<file path="src/assert_macros.svh">
// Assertion helper macros for the windowed integral controller.
// Included by the top level; no other dependencies.
`ifndef ASSERT_MACROS_SVH
`define ASSERT_MACROS_SVH

// Clocked implication, disabled while in reset.
`define WCI_ASSERT_IMPL(label, clk, rst, ante, cons, msg) \
  label: assert property (@(posedge clk) disable iff (rst) (ante) |-> (cons)) \
    else $error(msg);

// Next-cycle implication, disabled while in reset.
`define WCI_ASSERT_NEXT(label, clk, rst, ante, cons, msg) \
  label: assert property (@(posedge clk) disable iff (rst) (ante) |=> (cons)) \
    else $error(msg);

// Implication that is also checked during reset.
`define WCI_ASSERT_ALWAYS(label, clk, ante, cons, msg) \
  label: assert property (@(posedge clk) (ante) |=> (cons)) \
    else $error(msg);

`endif

</file>
<file path="src/wci_pkg.sv">
// Shared constants and register codes for the windowed integral controller.
// No dependencies.
`timescale 1ns / 1ps

package wci_pkg;

  localparam int WINDOW_LEN_DEF = 10;
  localparam int TEMP_W         = 16;
  localparam int ERR_W          = 17;
  localparam int GAIN_W         = 16;
  localparam int CUR_W          = 32;
  localparam int SUM_OUT_W      = 20;

  localparam int ADDR_W = 4;
  localparam int DATA_W = 32;

  localparam logic signed [TEMP_W-1:0] TARGET_LIMIT = 16'sd6400;
  localparam logic [GAIN_W-1:0]        GAIN_RESET   = 16'd336;
  localparam logic [CUR_W-1:0]         CUR_MAX_RESET = 32'h8000_0000;

  // register indexes (byte address / 4)
  localparam logic [1:0] REG_TARGET   = 2'd0;
  localparam logic [1:0] REG_GAIN     = 2'd1;
  localparam logic [1:0] REG_CUR_MAX  = 2'd2;

endpackage

</file>
<file path="src/wci_cell.sv">
// One window cell: holds a single error and passes it on when the row shifts.
// Depends on wci_pkg.
`timescale 1ns / 1ps

module wci_cell
  import wci_pkg::*;
(
  input  logic                    clk,
  input  logic                    rst,
  input  logic                    shift,
  input  logic signed [ERR_W-1:0] din,
  output logic signed [ERR_W-1:0] dout
);

  logic signed [ERR_W-1:0] err;

  always_ff @(posedge clk) begin
    if (rst) begin
      err <= '0;
    end else if (shift) begin
      err <= din;
    end
  end

  assign dout = err;

endmodule

</file>
<file path="src/wci_current.sv">
// Current update pipeline: gain * sum product stage, then subtract and
// saturate against the running current. Depends on wci_pkg.
`timescale 1ns / 1ps

module wci_current
  import wci_pkg::*;
#(
  parameter int SUM_W = ERR_W + 4
) (
  input  logic                    clk,
  input  logic                    rst,
  input  logic [GAIN_W-1:0]       gain,
  input  logic [CUR_W-1:0]        cur_max,
  input  logic                    up_valid,
  output logic                    up_stall,
  input  logic signed [SUM_W-1:0] up_sum,
  output logic                    out_valid,
  input  logic                    out_stall,
  output logic [CUR_W-1:0]        drive_current,
  output logic signed [SUM_W-1:0] out_sum
);

  localparam int PROD_W = GAIN_W + 1 + SUM_W;
  localparam int DIFF_W = ((PROD_W > CUR_W + 1) ? PROD_W : CUR_W + 1) + 1;

  logic                     vld2;
  logic signed [PROD_W-1:0] prod2;
  logic signed [SUM_W-1:0]  sum2;
  logic                     vld3;
  logic [CUR_W-1:0]         cur;
  logic signed [SUM_W-1:0]  sum3;
  logic                     en2;
  logic                     en3;
  logic signed [DIFF_W-1:0] diff;
  logic signed [DIFF_W-1:0] lim;
  logic [CUR_W-1:0]         cur_next;

  assign en3      = !vld3 || !out_stall;
  assign en2      = !vld2 || en3;
  assign up_stall = !en2;

  always_ff @(posedge clk) begin
    if (rst) begin
      vld2 <= 1'b0;
    end else if (en2) begin
      vld2 <= up_valid;
    end
  end

  always_ff @(posedge clk) begin
    if (en2 && up_valid) begin
      prod2 <= PROD_W'($signed({1'b0, gain})) * PROD_W'(up_sum);
      sum2  <= up_sum;
    end
  end

  // new current = clamp(old - product, 0, cur_max)
  assign diff = DIFF_W'($signed({1'b0, cur})) - DIFF_W'(prod2);
  assign lim  = DIFF_W'($signed({1'b0, cur_max}));

  always_comb begin
    if (diff < 0) begin
      cur_next = '0;
    end else if (diff > lim) begin
      cur_next = cur_max;
    end else begin
      cur_next = diff[CUR_W-1:0];
    end
  end

  always_ff @(posedge clk) begin
    if (rst) begin
      vld3 <= 1'b0;
      cur  <= '0;
    end else if (en3) begin
      vld3 <= vld2;
      if (vld2) begin
        cur <= cur_next;
      end
    end
  end

  always_ff @(posedge clk) begin
    if (en3 && vld2) begin
      sum3 <= sum2;
    end
  end

  assign out_valid     = vld3;
  assign drive_current = cur;
  assign out_sum       = sum3;

endmodule

</file>
<file path="src/windowed_integral_temp_controller.sv">
// Top level of the windowed integral temperature controller: config regs,
// row of window cells, running sum, current update pipeline.
// Depends on wci_pkg, wci_cell, wci_current and assert_macros.svh.
`timescale 1ns / 1ps

//  channel | direction | handshake              | payload
//  --------+-----------+------------------------+------------------------------
//  input   | in        | in_valid / in_stall    | measured_temp
//  output  | out       | out_valid / out_stall  | drive_current, window_sum
//  config  | in        | APB psel/penable/pready| paddr, pwdata, prdata
//
//  One transaction per cycle is accepted unless a stall backs up; the result
//  passes the sum, product and current registers in turn before out_valid
//  rises. The running current loop (subtract and clamp) sets the rate: one
//  update per cycle unless stalled. Stalls back up stage by stage; empty
//  stages still take data. Synchronous active-high reset clears the window,
//  the sum and the current and loads register defaults; no clearing pass is
//  needed.

`include "assert_macros.svh"

module windowed_integral_temp_controller
  import wci_pkg::*;
#(
  parameter int WINDOW_LEN = WINDOW_LEN_DEF
) (
  input  logic                        clk,
  input  logic                        rst,
  // input channel
  input  logic                        in_valid,
  output logic                        in_stall,
  input  logic signed [TEMP_W-1:0]    measured_temp,
  // output channel
  output logic                        out_valid,
  input  logic                        out_stall,
  output logic [CUR_W-1:0]            drive_current,
  output logic signed [SUM_OUT_W-1:0] window_sum,
  // configuration port
  input  logic                        psel,
  input  logic                        penable,
  input  logic                        pwrite,
  input  logic [ADDR_W-1:0]           paddr,
  input  logic [DATA_W-1:0]           pwdata,
  output logic [DATA_W-1:0]           prdata,
  output logic                        pready
);

  // Sum of WINDOW_LEN errors needs clog2(WINDOW_LEN) growth bits.
  localparam int SUM_W = ERR_W + $clog2(WINDOW_LEN);
  localparam int EXT_W = (SUM_W > SUM_OUT_W) ? SUM_W : SUM_OUT_W;

  // ---------------------------------------------------------------------
  // Configuration registers
  // ---------------------------------------------------------------------
  logic signed [TEMP_W-1:0] target_temp;
  logic [GAIN_W-1:0]        loop_gain;
  logic [CUR_W-1:0]         current_max;
  logic                     cfg_wr;
  logic [1:0]               reg_idx;

  assign pready  = 1'b1;
  assign cfg_wr  = psel && penable && pwrite;
  assign reg_idx = paddr[3:2];

  always_ff @(posedge clk) begin
    if (rst) begin
      target_temp <= '0;
      loop_gain   <= GAIN_RESET;
      current_max <= CUR_MAX_RESET;
    end else if (cfg_wr) begin
      unique case (reg_idx)
        REG_TARGET:  target_temp <= pwdata[TEMP_W-1:0];
        REG_GAIN:    loop_gain   <= pwdata[GAIN_W-1:0];
        REG_CUR_MAX: current_max <= pwdata[CUR_W-1:0];
        default: ;
      endcase
    end
  end

  always_comb begin
    unique case (reg_idx)
      REG_TARGET:  prdata = DATA_W'(target_temp);
      REG_GAIN:    prdata = DATA_W'(loop_gain);
      REG_CUR_MAX: prdata = current_max;
      default:     prdata = '0;
    endcase
  end

  // ---------------------------------------------------------------------
  // Error: clamped target minus measurement
  // ---------------------------------------------------------------------
  logic signed [TEMP_W-1:0] tgt_clamped;
  logic signed [ERR_W-1:0]  err_new;

  always_comb begin
    if (target_temp < -TARGET_LIMIT) begin
      tgt_clamped = -TARGET_LIMIT;
    end else if (target_temp > TARGET_LIMIT) begin
      tgt_clamped = TARGET_LIMIT;
    end else begin
      tgt_clamped = target_temp;
    end
  end

  assign err_new = ERR_W'(tgt_clamped) - ERR_W'(measured_temp);

  // ---------------------------------------------------------------------
  // Window: a row of cells shifting on each accepted transaction. The last
  // cell holds the error from WINDOW_LEN transactions ago, which leaves the
  // window as the new one enters.
  // ---------------------------------------------------------------------
  logic                    accept;
  logic                    vld1;
  logic                    stall1;
  logic                    en1;
  logic signed [SUM_W-1:0] sum1;
  logic signed [ERR_W-1:0] tap [WINDOW_LEN+1];

  assign en1      = !vld1 || !stall1;
  assign in_stall = !en1;
  assign accept   = in_valid && en1;
  assign tap[0]   = err_new;

  for (genvar i = 0; i < WINDOW_LEN; i++) begin : g_cell
    wci_cell u_cell (
      .clk  (clk),
      .rst  (rst),
      .shift(accept),
      .din  (tap[i]),
      .dout (tap[i+1])
    );
  end

  // Running sum stage; adds the new error, drops the oldest.
  always_ff @(posedge clk) begin
    if (rst) begin
      vld1 <= 1'b0;
      sum1 <= '0;
    end else if (en1) begin
      vld1 <= in_valid;
      if (in_valid) begin
        sum1 <= sum1 - SUM_W'(tap[WINDOW_LEN]) + SUM_W'(err_new);
      end
    end
  end

  // ---------------------------------------------------------------------
  // Product and current stages
  // ---------------------------------------------------------------------
  logic signed [SUM_W-1:0] sum_out;
  logic signed [EXT_W-1:0] sum_ext;

  wci_current #(
    .SUM_W(SUM_W)
  ) u_current (
    .clk          (clk),
    .rst          (rst),
    .gain         (loop_gain),
    .cur_max      (current_max),
    .up_valid     (vld1),
    .up_stall     (stall1),
    .up_sum       (sum1),
    .out_valid    (out_valid),
    .out_stall    (out_stall),
    .drive_current(drive_current),
    .out_sum      (sum_out)
  );

  // Low bits of the exact sum; wraps for long windows.
  assign sum_ext    = EXT_W'(sum_out);
  assign window_sum = sum_ext[SUM_OUT_W-1:0];

  // ---------------------------------------------------------------------
  // Assertions
  // ---------------------------------------------------------------------
  `WCI_ASSERT_IMPL(a_cur_limit, clk, rst, out_valid, drive_current <= current_max, "current above limit")
  `WCI_ASSERT_NEXT(a_accept_fills, clk, rst, accept, vld1, "accepted transaction lost in sum stage")
  `WCI_ASSERT_ALWAYS(a_reset_empty, clk, rst, !out_valid && !vld1, "pipeline not empty after reset")

endmodule

</file>
<file path="config.mk">
export PLATFORM = sky130hd
export DESIGN_NAME = windowed_integral_temp_controller
export DESIGN_NICKNAME = d
export VERILOG_FILES = /design/src/wci_pkg.sv /design/src/wci_cell.sv /design/src/wci_current.sv /design/src/windowed_integral_temp_controller.sv
export VERILOG_INCLUDE_DIRS = /design/src /design/src/src
export SDC_FILE = /design/constraint.sdc
export NUM_CORES = 2
export LEC_CHECK = 0
export BUFFER_PORTS_ARGS = -buffer_cell sky130_fd_sc_hd__buf_2
export CORE_MARGIN = 2
export CORE_UTILIZATION = 45
export DETAILED_ROUTE_END_ITERATION = 6
export HOLD_SLACK_MARGIN = 0.15
export PLACE_DENSITY_LB_ADDON = 0.05
export SYNTH_ARGS = -nofsm -noshare
export SYNTH_HDL_FRONTEND = slang
export SYNTH_SLANG_ARGS = --single-unit
</file>
<file path="constraint.sdc">
create_clock -name clk -period 17.5 [get_ports clk]
set_clock_uncertainty 0.05 [all_clocks]
set_input_delay 3.5 -clock clk [delete_from_list [all_inputs] [get_ports clk]]
set_output_delay 3.5 -clock clk [all_outputs]
set_load 0.02 [all_outputs]
</file>
---- Yosys cells after proc, flatten, opt, wreduce, memory -nomap -nowiden ----
Index checks and enable logic that the tools add are counted.
word-level totals
  word-level logic and storage cells ...... 56
  register bits ........................... 368
  bits of input ports ..................... 59
cells by class
  reduce and logical (&&, ||, !) cells .... 19
  equality and inequality tests ........... 2
  add/subtract/negate cells ............... 4
  $mul .................................... 1
  mux-type cells .......................... 5
  order comparisons ....................... 4
operators with widths
  operator              number
  $pmux 32 s3           1
  $mux 32               2
  $gt 39x33->1          1
  $lt 39x1->1 const B   1
  $sub 33x38->39        1
  $mul 17x21->38        1
  $mux 16               2
  $add 21x17->21        1
  $sub 21x17->21        1
  $sub 16x16->17        1
  $gt 16x14->1 const B  1
  $lt 16x14->1 const B  1
  $reduce_and 2->1      5
  $logic_and 1x1->1     5
  $logic_not 1->1       5
  $logic_or 1x1->1      3
  $eq 2x1->1 const B    1
  $eq 2x2->1 const B    1
  $logic_not 2->1       1

---- Longest topological paths before layout ----
  depth after elaboration ................. 5
  mapped depth ............................ 29

---- Cells and area by module ----
A second synthesis with hierarchy kept.
unflattened totals
  cell total of the unflattened synthesis .. 3,398
  area total of the unflattened synthesis .. 31,202.4 um^2
modules (own cells, without submodules)
  module                             seq. area each (um^2)  area each (um^2)  times used  cells an instance
  wci_current                        3,083.0                19,052.0          1           2,055
  wci_cell                           340.3                  614.3             10          55
  windowed_integral_temp_controller  1,721.7                6,007.0           1           793

---- Worst setup path before layout ----
No wires, ideal clock.
  path kind ............................... input to output
  start point ............................. input port paddr[2]
  end point ............................... output port prdata[10]
  buffers on the path ..................... 2
  slack ................................... 8.973 ns
  stages on the path ...................... 4
  data arrival time ....................... 4.977 ns
  cell sequence ........................... buf_1 > buf_1 > mux2i_1 > o21ai_0
on the way
  cells in the longest elaborated chain, start to end .. 2
ends and longest elaborated chain
  element                             line                                     text
  from (decl)                         windowed_integral_temp_controller.sv:42  input logic [ADDR_W-1:0] paddr,
  $eq 2x2->1 (tied with other cells)  windowed_integral_temp_controller.sv:81  unique case (reg_idx)
  $pmux 32 s3 (*)                     windowed_integral_temp_controller.sv:81
  to (decl)                           windowed_integral_temp_controller.sv:44  output logic [DATA_W-1:0] prdata,
Every way passes the cells marked *; elsewhere a longest branch is shown, timed or not.

---- Final worst setup path ----
  start point ............................. input port paddr[2]
  end point ............................... output port prdata[21]
The elaborated chain is that of the path after synthesis.

==> results_dict.tcl <==
set metrics [dict create \
    multi_input_area_sq_um 19820 \
    yosys_warnings 0 \
    grt_setup_unrepaired "no" \
    synthCells 3597 \
    cts.htree.levels 2 \
    dr.pass1.iters 7 \
    die_w_um 265.5 \
    grt_overflow 0 \
    crit_fanout 23 \
    ys_seq_area_share_pct 26.49 \
    synth.cell_area_sq_um 30760 \
    cpMostUsedCell "buf_2" \
    grt_pass1_vias 24270 \
    setup_viol 0 \
    grt_max_degree 95 \
    die_area_sq_um 70460 \
    setup_tns_ns 0 \
    syn_to_final_growth_pct 9.323 \
    dpl.hpwl_um 60530 \
    status "finished clean" \
    synth_edf_count 78 \
    grt_pass1_wl_um 130800 \
    worstHoldPathCells 0 \
    cts_inserted_buffers 43 \
    port_buffers 142 \
    fin_crit_sh_pct 49.71 \
    crit_path_end_kind "output pin" \
    wire_per_inst_um 17.81 \
    r2r_cells 21 \
    core-area_sq_um 67400 \
    p_leak_nw 15.31 \
    yosys-top-cells-area "fa_1, dfxtp_1, nand2_1" \
    ys_ff_latch 368 \
    fmax_ghz 0.1150 \
    synth.distinct_cells 75 \
    initial_core_util_pct 45.64 \
    antenna_cells 0 \
    drc 0 \
    n_fill_cell 6450 \
    grtUsageTotal_pct 23.26 \
    post-cts-setup-buffer-count 0 \
    pin_count 146 \
    fp-row-count 95 \
    max-slew-margin-rel_pct 19.87 \
    synth_async_sr_flop_share_pct 0 \
    postPlaceCellArea_sq_um 32190 \
    synthFlopType "dfxtp_1" \
    crit_path_cell_trace "buf_2 > nor3b_2 > a21o_1 > buf_2" \
    holdBufCountCts 0 \
    cts_sinks 368 \
    vias 23840 \
    synth_largest_area_cell "fa_1" \
    required_ns 13.95 \
    cts_resized 0 \
    cp-start-kind "input port" \
    clockBufferDepth 3 \
    cts_tree "built" \
    worst_hold_path_type "reg2reg" \
    insertion_delay_ns 0.58 \
    antenna_found_initial 0 \
    vias_per_cell 5.236 \
    slowest_stage "nor3b_2" \
    finalInstanceArea_sq_um 33630 \
    nets 4259 \
    first_iter_violations 1494 \
    worst_slew_pin_slew_ns 1.200 \
    min_period_ns 8.699 \
    netlist.area_leader.share_pct 23.23 \
    seqCellArea_sq_um 8148 \
    slew_viol_final 0 \
    irDropWorstVdd_mv 0.08930 \
    cpPeakStageDelay_ns 1.00 \
    hold_viol 0 \
    cp.arrival_ns 5.15 \
    wl_um 81080 \
    criticalPathCategory "in2out" \
    postRouteAntennaNets 0 \
    cap_violations 0 \
    root_buffer "clkbuf_16" \
    synth.avg_cell_area_sq_um 8.552 \
    powerDensity_nw_per_um2 113.9 \
    place_congestion 0.8772 \
    cts.clk_slew.worst_paths_ns 0.06 \
    drive_gt1_share_pct 7.556 \
    synth_nets 4211 \
    die-height_um 265.5 \
]
cells in the final DEF, fill, tap and decap left out, drive strengths merged, types with 24 or more instances in the layout:
master,count
nor3,24
xor2,30
ha,198
nand3,29
mux2i,49
dfxtp,290
nor2,72
nand2,800
xnor2,66
clkbuf,59
a21o,60
fa,357
a21oi,339
inv,571
buf,177
o21ai,102
and2,134
edfxtp,78
power by group:
group	internal [W]	switching [W]	total [W]
clock network	0.000544	0.000368	0.000912
logic	0.000722	0.00109	0.00181
registers	0.000981	0.000123	0.00110
critical path, delay by kind of cell:
kind,cells,cell delay (ns)
AO/OA/AOI/OAI,1,0.16
buffers and inverters,2,0.47
AND/OR/NAND/NOR,1,1.00
metal layers:
layer | up-vias | part of all wire (%) | wire [um] | global-route usage (%)
met5 | - | 0 | 0 | 0
met4 | 0 | 2.1 | 1719 | 5.497
met3 | 94 | 4.3 | 3508 | 2.787
met2 | 538 | 48 | 38900 | 39.55
met1 | 11710 | 46 | 36950 | 31.67
li1 | 11490 | - | - | -
metrics by stage:
step	setup slack, ns	utilization, %	power [W]	hold WS (ns)	std cells
2_1_floorplan	8.973	-	0.002445	0.3503	3597
3_3_place_gp	8.669	47.76	0.002895	0.3557	4473
3_5_place_dp	8.585	47.76	0.002935	0.3568	4473
4_1_cts	8.772	49.90	0.003868	0.3755	4552
5_1_grt	8.592	49.90	0.004169	0.3855	4552
6_report	8.801	49.90	0.003830	0.3709	4552
logic make-up after synthesis:
kind of cell    count (synthesis)  synth area share (%)
simple gates                 1150                 16.31
buf+inv                       745                 9.197
compound gates                630                 12.27
fa+ha+maj                     555                 31.29
flops                         368                 26.49
xor+xnor                       96                 2.733
mux                            52                 1.704
other cells                     1               0.01219
layout make-up:
| class | instances | area share [%] |
|---|---|---|
| Clock buffer | 58 | 3.456 |
| Clock inverter | 21 | 0.8223 |
| Inverter | 570 | 6.362 |
| Multi-Input combinational cell | 2484 | 58.94 |
| Sequential cell | 368 | 24.23 |
| Tap cell | 873 | 3.248 |
| Timing Repair Buffer | 178 | 2.943 |
path summary, 6_finish.rpt:
path	startpoint	to	slack [ns]
setup / recovery	paddr[2]	prdata[21]	8.80
hold / removal	u_current.sum2[3]$_DFFE_PP_	u_current.out_sum[3]$_DFFE_PP_	0.37
setup reg to reg	sum1[13]$_SDFFE_PP0P_	u_current.prod2[37]$_DFFE_PP_	9.74
hold reg to reg	u_current.sum2[3]$_DFFE_PP_	u_current.out_sum[3]$_DFFE_PP_	0.37
state kept, by name (all words and copies together), names as in the netlist:
register and flops:
u_current.out_sum 20, current_max 32, u_current.drive_current 32, u_current.vld2 1, u_current.sum2 20, sum1 21, vld1 1, u_current.prod2 38
target_temp 16, loop_gain 16, g_cell.u_cell.dout 170, u_current.out_valid 1
cells in the mapped netlist (29+ instances only):
cell,instances
nand2_1,800
inv_1,570
fa_1,357
a21oi_1,335
dfxtp_1,290
ha_1,198
clkbuf_1,160
and2_1,134
edfxtp_1,78
nor2_1,72
xnor2_1,66
o21ai_0,65
a21o_1,60
mux2i_1,49
o21ai_1,35
xor2_1,30
nand3_1,29
Note: power is estimated with default switching activity, not from simulation.
